## src/ffsa_pkg.sv

```systemverilog
package ffsa_pkg;

  // Item codes carried in the input tuser field
  typedef enum logic [1:0] {
    ACT_ALLOC  = 2'd0,
    ACT_WRITE  = 2'd1,
    ACT_CLEAR  = 2'd2,
    ACT_RESCAN = 2'd3
  } act_t;

  localparam int DEF_SLOTS = 64;

  // Field widths on the channels
  localparam int ACT_W    = 2;
  localparam int SLOT_FW  = 6;
  localparam int STAT_W   = 8;
  localparam int COUNT_W  = 7;
  localparam int IN_W     = 16;
  localparam int OUT_W    = 24;

  // One occupancy memory row holds this many slots
  localparam int ROW_BITS  = 64;
  localparam int ROW_IDX_W = $clog2(ROW_BITS);

  // Lowest set bit of a row (0 when none is set)
  function automatic logic [ROW_IDX_W-1:0] first_one(input logic [ROW_BITS-1:0] v);
    logic [ROW_IDX_W-1:0] idx;
    idx = '0;
    for (int i = ROW_BITS - 1; i >= 0; i--) begin
      if (v[i]) idx = ROW_IDX_W'(i);
    end
    return idx;
  endfunction

  // Highest set bit of a row (0 when none is set)
  function automatic logic [ROW_IDX_W-1:0] last_one(input logic [ROW_BITS-1:0] v);
    logic [ROW_IDX_W-1:0] idx;
    idx = '0;
    for (int i = 0; i < ROW_BITS; i++) begin
      if (v[i]) idx = ROW_IDX_W'(i);
    end
    return idx;
  endfunction

endpackage

```

## src/first_free_slot_allocator.sv

```systemverilog
// First-fit slot allocator with a low-free hint.
// Input channel in_*: in_tuser carries the item code (allocate, write slot
// status, clear all, rescan); in_tdata carries the target slot, the status
// byte and the pool-enable flag. Every item returns exactly one word on
// out_*: out_tuser is the grant flag, out_tdata the granted slot and the
// hint and bound after the item.
// Only the zero/nonzero state of each status byte is observable, so the
// table is kept as an occupancy memory of ROW_BITS-slot rows, read one row
// per cycle through one registered read port and written back on a grant
// or a status write. One item is in flight at a time; in_tready is high only
// while the block waits for an item. An allocate visits 1 to ROWS+1 rows and
// an enabled rescan reads all ROWS rows, where ROWS = ceil(SLOTS/ROW_BITS);
// clear, disabled rescan and out-of-range writes read no row.
// A finished word waits in the output register while out_tready is low;
// new items are still taken, but the next result waits until it drains.
// Reset (synchronous, rst_n low) marks every row invalid, so all slots
// read as free at once with no clearing pass, and zeroes hint and bound.
module first_free_slot_allocator #(
  parameter int SLOTS = ffsa_pkg::DEF_SLOTS
) (
  input  logic                        clk,
  input  logic                        rst_n,
  input  logic                        in_tvalid,
  output logic                        in_tready,
  // [5:0] target_slot, [13:6] status_value, [14] pool_enabled, [15] zero
  input  logic [ffsa_pkg::IN_W-1:0]   in_tdata,
  // [1:0] action
  input  logic [ffsa_pkg::ACT_W-1:0]  in_tuser,
  output logic                        out_tvalid,
  input  logic                        out_tready,
  // [5:0] granted_slot, [12:6] hint_after, [19:13] bound_after, [23:20] zero
  output logic [ffsa_pkg::OUT_W-1:0]  out_tdata,
  // [0] granted
  output logic                        out_tuser
);
  import ffsa_pkg::*;

  localparam int ROWS = (SLOTS + ROW_BITS - 1) / ROW_BITS;
  localparam int RW   = (ROWS > 1) ? $clog2(ROWS) : 1;
  localparam int CW   = ROW_IDX_W;
  localparam int XW   = RW + CW + 1;
  localparam int HW   = $clog2(SLOTS + 1);
  localparam int VW   = $clog2(ROWS + 1);

  typedef enum logic [2:0] {
    ST_IDLE,
    ST_SEARCH,
    ST_WRITE,
    ST_SCAN,
    ST_DONE
  } state_t;

  state_t                state_r;
  logic [CW-1:0]         tgt_col_r;
  logic                  status_nz_r;
  logic [CW-1:0]         sc_r;
  logic [RW-1:0]         cur_row_r;
  logic [VW-1:0]         visit_r;
  logic [HW-1:0]         hint_r;
  logic [HW-1:0]         bound_r;
  logic                  scan_found_r;
  logic                  res_granted_r;
  logic [SLOT_FW-1:0]    res_slot_r;
  logic [ROWS-1:0]       row_vld_r;
  logic                  out_valid_r;
  logic [OUT_W-1:0]      out_tdata_r;
  logic                  out_tuser_r;

  // Occupancy memory and its registered read port
  logic [ROW_BITS-1:0]   mem [ROWS];
  logic [ROW_BITS-1:0]   rd_data_r;
  logic                  rd_vld_r;

  logic                  rd_en;
  logic [RW-1:0]         rd_addr;
  logic                  mem_we;
  logic [ROW_BITS-1:0]   wr_data;

  logic                  in_fire;
  act_t                  in_act;
  logic [SLOT_FW-1:0]    in_target;
  logic [STAT_W-1:0]     in_status;
  logic                  in_enable;
  logic [XW-1:0]         tgt_x;
  logic                  tgt_ok;
  logic [XW-1:0]         start_x;
  logic [RW-1:0]         next_row;
  logic [ROW_BITS-1:0]   occ;
  logic [ROW_BITS-1:0]   rng;
  logic [ROW_BITS-1:0]   lo_mask;
  logic [ROW_BITS-1:0]   free_vec;
  logic [ROW_BITS-1:0]   used_vec;
  logic                  free_any;
  logic                  used_any;
  logic [CW-1:0]         free_col;
  logic [CW-1:0]         last_col;
  logic [XW-1:0]         free_x;
  logic [XW-1:0]         free_p1;
  logic [XW-1:0]         used_p1;
  logic                  last_visit;
  logic                  out_free;

  // Unpack the input word
  assign in_fire   = in_tvalid && in_tready;
  assign in_act    = act_t'(in_tuser);
  assign in_target = in_tdata[SLOT_FW-1:0];
  assign in_status = in_tdata[SLOT_FW +: STAT_W];
  assign in_enable = in_tdata[SLOT_FW + STAT_W];

  assign tgt_x   = XW'(in_target);
  assign tgt_ok  = tgt_x < XW'(SLOTS);
  // A hint at or past the end restarts the search at slot 0
  assign start_x = (hint_r < HW'(SLOTS)) ? XW'(hint_r) : '0;

  assign next_row   = (cur_row_r == RW'(ROWS - 1)) ? '0 : cur_row_r + 1'b1;
  assign last_visit = (visit_r == VW'(ROWS));

  // Decode the row under inspection; an invalid row reads as all free
  always_comb begin
    occ = rd_vld_r ? rd_data_r : '0;
    for (int c = 0; c < ROW_BITS; c++) begin
      rng[c]     = XW'({cur_row_r, CW'(c)}) < XW'(SLOTS);
      lo_mask[c] = CW'(c) >= sc_r;
    end
    free_vec = ~occ & rng;
    if (state_r == ST_SEARCH && visit_r == '0) begin
      free_vec = free_vec & lo_mask;
    end
    used_vec = occ & rng;
  end

  assign free_any = |free_vec;
  assign used_any = |used_vec;
  assign free_col = first_one(free_vec);
  assign last_col = last_one(used_vec);
  assign free_x   = XW'({cur_row_r, free_col});
  assign free_p1  = free_x + 1'b1;
  assign used_p1  = XW'({cur_row_r, last_col}) + 1'b1;

  // Drive the memory port: read the next row or write back the modified one
  always_comb begin
    rd_en   = 1'b0;
    rd_addr = '0;
    mem_we  = 1'b0;
    wr_data = occ;
    case (state_r)
      ST_IDLE: begin
        if (in_fire) begin
          case (in_act)
            ACT_ALLOC: begin
              rd_en   = 1'b1;
              rd_addr = start_x[CW +: RW];
            end
            ACT_WRITE: begin
              rd_en   = tgt_ok;
              rd_addr = tgt_x[CW +: RW];
            end
            ACT_RESCAN: begin
              rd_en   = in_enable;
              rd_addr = '0;
            end
            default: ;
          endcase
        end
      end
      ST_SEARCH: begin
        if (free_any) begin
          mem_we  = 1'b1;
          wr_data = occ | (ROW_BITS'(status_nz_r) << free_col);
        end else if (!last_visit) begin
          rd_en   = 1'b1;
          rd_addr = next_row;
        end
      end
      ST_WRITE: begin
        mem_we  = 1'b1;
        wr_data = (occ & ~(ROW_BITS'(1) << tgt_col_r)) |
                  (ROW_BITS'(status_nz_r) << tgt_col_r);
      end
      ST_SCAN: begin
        if (cur_row_r != RW'(ROWS - 1)) begin
          rd_en   = 1'b1;
          rd_addr = next_row;
        end
      end
      default: ;
    endcase
  end

  // Memory array with registered read data
  always_ff @(posedge clk) begin
    if (mem_we) begin
      mem[cur_row_r] <= wr_data;
    end
    if (rd_en) begin
      rd_data_r <= mem[rd_addr];
      rd_vld_r  <= row_vld_r[rd_addr];
    end
  end

  assign out_free = !out_valid_r || out_tready;

  // Sequencer, hint and bound, and the output register
  always_ff @(posedge clk) begin
    if (!rst_n) begin
      state_r     <= ST_IDLE;
      hint_r      <= '0;
      bound_r     <= '0;
      row_vld_r   <= '0;
      out_valid_r <= 1'b0;
    end else begin
      // Drop the drained word unless a new one replaces it below
      if (out_valid_r && out_tready && state_r != ST_DONE) begin
        out_valid_r <= 1'b0;
      end
      case (state_r)
        ST_IDLE: begin
          if (in_fire) begin
            status_nz_r   <= |in_status;
            tgt_col_r     <= tgt_x[CW-1:0];
            res_granted_r <= 1'b0;
            res_slot_r    <= '0;
            case (in_act)
              ACT_ALLOC: begin
                cur_row_r <= start_x[CW +: RW];
                sc_r      <= start_x[CW-1:0];
                visit_r   <= '0;
                state_r   <= ST_SEARCH;
              end
              ACT_WRITE: begin
                cur_row_r <= tgt_x[CW +: RW];
                state_r   <= tgt_ok ? ST_WRITE : ST_DONE;
              end
              ACT_CLEAR: begin
                row_vld_r <= '0;
                hint_r    <= '0;
                bound_r   <= '0;
                state_r   <= ST_DONE;
              end
              default: begin
                hint_r       <= '0;
                bound_r      <= '0;
                scan_found_r <= 1'b0;
                cur_row_r    <= '0;
                state_r      <= in_enable ? ST_SCAN : ST_DONE;
              end
            endcase
          end
        end
        ST_SEARCH: begin
          if (free_any) begin
            row_vld_r[cur_row_r] <= 1'b1;
            hint_r               <= HW'(free_p1);
            if (bound_r < HW'(free_p1)) begin
              bound_r <= HW'(free_p1);
            end
            res_granted_r <= 1'b1;
            res_slot_r    <= free_x[SLOT_FW-1:0];
            state_r       <= ST_DONE;
          end else if (last_visit) begin
            state_r <= ST_DONE;
          end else begin
            cur_row_r <= next_row;
            visit_r   <= visit_r + 1'b1;
          end
        end
        ST_WRITE: begin
          row_vld_r[cur_row_r] <= 1'b1;
          state_r              <= ST_DONE;
        end
        ST_SCAN: begin
          if (!scan_found_r && free_any) begin
            hint_r       <= HW'(free_x);
            scan_found_r <= 1'b1;
          end
          if (used_any) begin
            bound_r <= HW'(used_p1);
          end
          if (cur_row_r == RW'(ROWS - 1)) begin
            state_r <= ST_DONE;
          end else begin
            cur_row_r <= next_row;
          end
        end
        ST_DONE: begin
          if (out_free) begin
            out_valid_r <= 1'b1;
            out_tuser_r <= res_granted_r;
            out_tdata_r <= {(OUT_W - SLOT_FW - 2 * COUNT_W)'(0), COUNT_W'(bound_r),
                            COUNT_W'(hint_r), res_slot_r};
            state_r     <= ST_IDLE;
          end
        end
        default: state_r <= ST_IDLE;
      endcase
    end
  end

  assign in_tready  = (state_r == ST_IDLE);
  assign out_tvalid = out_valid_r;
  assign out_tdata  = out_tdata_r;
  assign out_tuser  = out_tuser_r;

  // A new result word only comes out of the completion state
  assert property (@(posedge clk) disable iff (!rst_n)
    $rose(out_valid_r) |-> $past(state_r == ST_DONE))
    else $error("result word raised outside completion state");

  // A failed or non-allocate item reports slot zero
  assert property (@(posedge clk) disable iff (!rst_n)
    (out_valid_r && !out_tuser_r) |-> (out_tdata_r[SLOT_FW-1:0] == '0))
    else $error("slot reported without a grant");

  // Hint and bound never pass the table size
  assert property (@(posedge clk) disable iff (!rst_n)
    (hint_r <= HW'(SLOTS)) && (bound_r <= HW'(SLOTS)))
    else $error("hint or bound beyond table");

  // Write-back and row read never overlap in one cycle
  assert property (@(posedge clk) disable iff (!rst_n)
    !(mem_we && rd_en))
    else $error("memory read and write-back in the same cycle");

  // Search visits at most every row once plus the start row again
  assert property (@(posedge clk) disable iff (!rst_n)
    (state_r == ST_SEARCH) |-> (visit_r <= VW'(ROWS)))
    else $error("search ran past the last row");

endmodule
```

## config.mk

```make
export PLATFORM = sky130hd
export DESIGN_NAME = first_free_slot_allocator
export DESIGN_NICKNAME = d
export VERILOG_FILES = /design/src/ffsa_pkg.sv /design/src/first_free_slot_allocator.sv
export SDC_FILE = /design/constraint.sdc
export NUM_CORES = 1
export LEC_CHECK = 0
export BUFFER_PORTS_ARGS = -buffer_cell sky130_fd_sc_hd__buf_2
export CORE_ASPECT_RATIO = 1.4
export CORE_UTILIZATION = 60
export CTS_BUF_LIST = sky130_fd_sc_hd__clkbuf_4
export CTS_CLUSTER_DIAMETER = 100
export DETAILED_ROUTE_END_ITERATION = 10
export HOLD_SLACK_MARGIN = 0.05
export PLACE_DENSITY = 0.74
export SETUP_SLACK_MARGIN = 0.2
export SLEW_MARGIN = 20
export SYNTH_ARGS = -nofsm -noshare
export SYNTH_HDL_FRONTEND = slang
export SYNTH_SLANG_ARGS = --single-unit
```

## constraint.sdc

```tcl
create_clock -name clk -period 8.8 [get_ports clk]
set_clock_uncertainty 0.1 [all_clocks]
set_input_delay 1.32 -clock clk [delete_from_list [all_inputs] [get_ports clk]]
set_output_delay 1.32 -clock clk [all_outputs]
set_load 0.05 [all_outputs]
```

==> key figures <==
Run status
  – Status: finished clean

Drt
  – Pre-Repair DR Iteration Count: 7
  – Vias per cell: 7.553
  – DRC: 0
  – DR WL/cell: 29.52 microns
  – Vias: 11956
  – Routed wire length: 46.74 mm
  – Antenna viol nets, final: 0
  – Iteration-0 DRC Markers: 1939

Setup path
  – Kind of cell adding the most delay to the critical path: compound AO/OA/AOI/OAI gates
  – Crit end category: flop
  – CP Class: reg2reg
  – CP Max Fanout: 19
  – Crit path max-delay cell type: edfxtp_1
  – CP Launch Type: flop
  – Crit-path max cell delay: 0.94 ns
  – Critical Path, Cell by Cell: and4_1 -> a31oi_1 -> o22ai_1 -> o21ai_0 -> a211oi_1 -> o211ai_1 -> o21a_1 -> o21bai_1 -> buf_4 -> inv_1 -> ha_1 -> inv_1 -> a211o_1 -> xnor2_1 -> ha_1 -> a21oi_1 -> nor2b_1 -> o21ai_0 -> a21oi_1 -> a2111oi_0 -> o211ai_2 -> or2_2 -> or3_1 -> a21oi_1
  – R2r setup slk: 1.35 ns
  – Worst Path Required: 9.28 ns
  – Worst Path Buf+Inv: 3
  – WP data arrival: 7.93 ns
  – Most Frequent Cell on Critical Path: a21oi_1

Global routing
  – GRT Residual Overflow: 0
  – Met3 GRT Util: 0.1441
  – First-pass GRT wire length: 68.18 mm
  – Grt met1 use: 0.5044
  – Met2 Use GR: 0.7217
  – Vias in the first global route: 11123
  – Pin count of the biggest net entering global routing: 76
  – Grt peak-use layer: met2
  – Antenna violations before repair: 2
  – Total GRT Usage: 0.4607

Logic synthesis
  – Syn avg cell area: 9.164 sq um
  – Distinct cells, synth: 89
  – Largest area contributor in the netlist: edfxtp_1
  – Top-area cell type share of the netlist area: 0.4270
  – Netlist Area Pre-Place: 12100 sq um
  – Main flop type after synthesis: edfxtp_1
  – Async SR Flop Fraction: 0
  – Synth top area cells: edfxtp_1 43%, nand2_1 5.2%, o21ai_0 3.6%, a21oi_1 3.3%, nor2_1 3.3%
  – Synthesized flop and latch total: 191
  – Sequential area share after synthesis: 0.4584
  – Mapped Cells: 1320
  – Ys Warns: 0
  – Number of flops mapped to enable cells by yosys: 172

Pwr
  – Seq pwr share: 0.559
  – Peak VDD IR: 0.0001826 V
  – Internal: 0.001365 W
  – Clock share of power: 0.287
  – Comb pwr share: 0.154
  – Sw power: 0.0006016 W
  – Switching part of the total: 0.3059
  – P_leak: 4.097 nW
  – PD cells: 153.4 nW/um^2

Clocking
  – CTS Hold Bufs: 0
  – Reg clk slew, reported paths: 0.18 ns
  – CTS tree: done
  – TritonCTS Buffers: 17
  – CTS H-Tree Depth: 4
  – Clock Tree Root: clkbuf_4
  – PostCTS Resize Cnt: 0
  – Clk sink count: 191
  – Worst skew pair latency: 0.66 ns
  – Postcts setup bufs: 0
  – CTS max path bufs: 2

Floorplanning
  – Horiz. Die Dim: 122 microns
  – I/O Pins: 49
  – Die area: 20740 sq um
  – Starting Density: 0.6096
  – Num rows: 61
  – Die height: 170.0 microns
  – Core area: 19840 sq um

Run
  – Max capacitance violation total: 0

STA
  – Fin. max-slew vios: 0
  – Max Freq: 134.2 MHz
  – Final min period: 7.452 ns
  – Setup WS post-layout: 1.348 ns
  – RSZ-0062 raised after global routing: no
  – Fin crit share: 0.8468
  – Worst slew margin: 0.2794
  – Fin Setup TNS: 0 ns
  – Worst Tran Pin Value: 1.081 ns
  – Endpoints failing setup: 0
  – Hold Fails Final Rpt: 0

Final layout
  – Area Overhead vs Synth: 6.020%
  – Final Cell Area: 12820 sq um
  – Layout cells sized above 1: 0.1016
  – Most common cell after layout, fill and taps aside: edfxtp_1
  – Final Util: 0.6463
  – Post-route insts no fill: 1583
  – Fillers: 1690
  – Area of the multi-input gates: 6062 sq um
  – # nets final: 1346
  – FF/Latch Area: 5545 sq um
  – Most frequent cells in the layout: 172 x edfxtp_1, 169 x nand2_1, 103 x nor2_1

Placed design
  – Dpl cell area: 12460 sq um
  – Routability-driven placement congestion ratio: 1.045
  – I/O Buffers: 43
  – Inst Count DP: 1548
  – DP HPWL: 33.73 mm
  – Pre-CTS setup slack: 1.614 ns

Min path
  – Worst Hold Class: reg2reg
[through the flow]
stage / hold slack, ns / power, W
2_1_floorplan: 0.3003 / 0.001294
3_3_place_gp: 0.3005 / 0.001395
3_5_place_dp: 0.3045 / 0.001402
4_1_cts: 0.3327 / 0.001948
5_1_grt: 0.3359 / 0.002014
6_report: 0.3268 / 0.001967
[final cells by class]
type | instances | share of cell area
repair buffers | 70 | 0.03512
well taps | 252 | 0.02459
flip-flops and latches | 191 | 0.4324
clock inverters | 14 | 0.01610
clock buffers | 18 | 0.01054
diodes | 2 | 0.0003902
inverters | 28 | 0.008195
multi-input cells | 1008 | 0.4727
[worst register-to-register path: stages (launching register included)]
cell and delay, ns:
edfxtp_1 0.94, and4_1 0.51, a31oi_1 0.14, o22ai_1 0.56, o21ai_0 0.24, a211oi_1 0.50, o211ai_1 0.26, o21a_1 0.38
o21bai_1 0.19, buf_4 0.27, inv_1 0.08, ha_1 0.21, inv_1 0.10, a211o_1 0.26, xnor2_1 0.21, ha_1 0.29
a21oi_1 0.16, nor2b_1 0.06, o21ai_0 0.16, a21oi_1 0.12, a2111oi_0 0.50, o211ai_2 0.19, or2_2 0.42, or3_1 0.38
a21oi_1 0.16
[flip-flops by register name, summed over array words and instances, names as in the netlist, 3 cells and up]
| name | flops |
|---|---|
| bound_r | 7 |
| hint_r | 7 |
| mem | 64 |
| out_tdata | 20 |
| rd_data_r | 64 |
| res_slot_r | 6 |
| sc_r | 6 |
| state_r | 3 |
| tgt_col_r | 6 |
[layer usage]
| metal | part of all wire | routed length, microns |
|---|---|---|
| met3 | 0.11 | 5184 |
| met5 | 0 | 0 |
| met2 | 0.45 | 21250 |
| met4 | 0.096 | 4510 |
| met1 | 0.34 | 15790 |
[cell usage after synthesis, drive strengths merged (6+ instances only)]
cell type    n
o41ai       21
a31oi       44
nor3        28
o22ai       20
xnor2        9
nand4       17
a22o         6
mux2i        7
and3        12
or2          7
edfxtp     172
inv         28
o31ai       17
buf         37
o211a        7
nand2b      16
nand3       68
a21oi       80
o21ai       91
a211oi       9
a21o        13
nor4        14
ha           8
or3         10
a211o        6
nor2       106
and2        25
dfxtp       19
clkbuf      59
o221ai      39
a2111oi      7
o21a        11
o211ai      14
nor2b       22
nand2      170
[path summary, 6_finish.rpt]
path                                 start       endpoint  depth (start not counted)
worst max-delay path               sc_r[1]     bound_r[1]                         24
worst min-delay path            mem[0][27]  rd_data_r[27]                          0
worst max register to register     sc_r[1]     bound_r[1]                         24
worst min register to register  mem[0][27]  rd_data_r[27]                          0
[power by group through the flow]
stage	clock (W)	sequential [W]	combinational, W
after floorplan	0	0.00110	0.000194
after global placement	0	0.00111	0.000283
after detailed placement	0	0.00111	0.000288
after CTS	0.000565	0.00109	0.000289
after global routing	0.000593	0.00110	0.000320
final	0.000565	0.00110	0.000303
[kinds of logic after synthesis]
kind of cell | synth area share
and+or+nand+nor | 0.2119
AOI/OAI and AO/OA | 0.2632
DFF | 0.4584
buffers and inverters | 0.04386
xor gates and xnor gates | 0.007241
adders and majority gates | 0.008275
muxes | 0.006723
other | 0.0003100
Power figures use the tool's default switching activity.
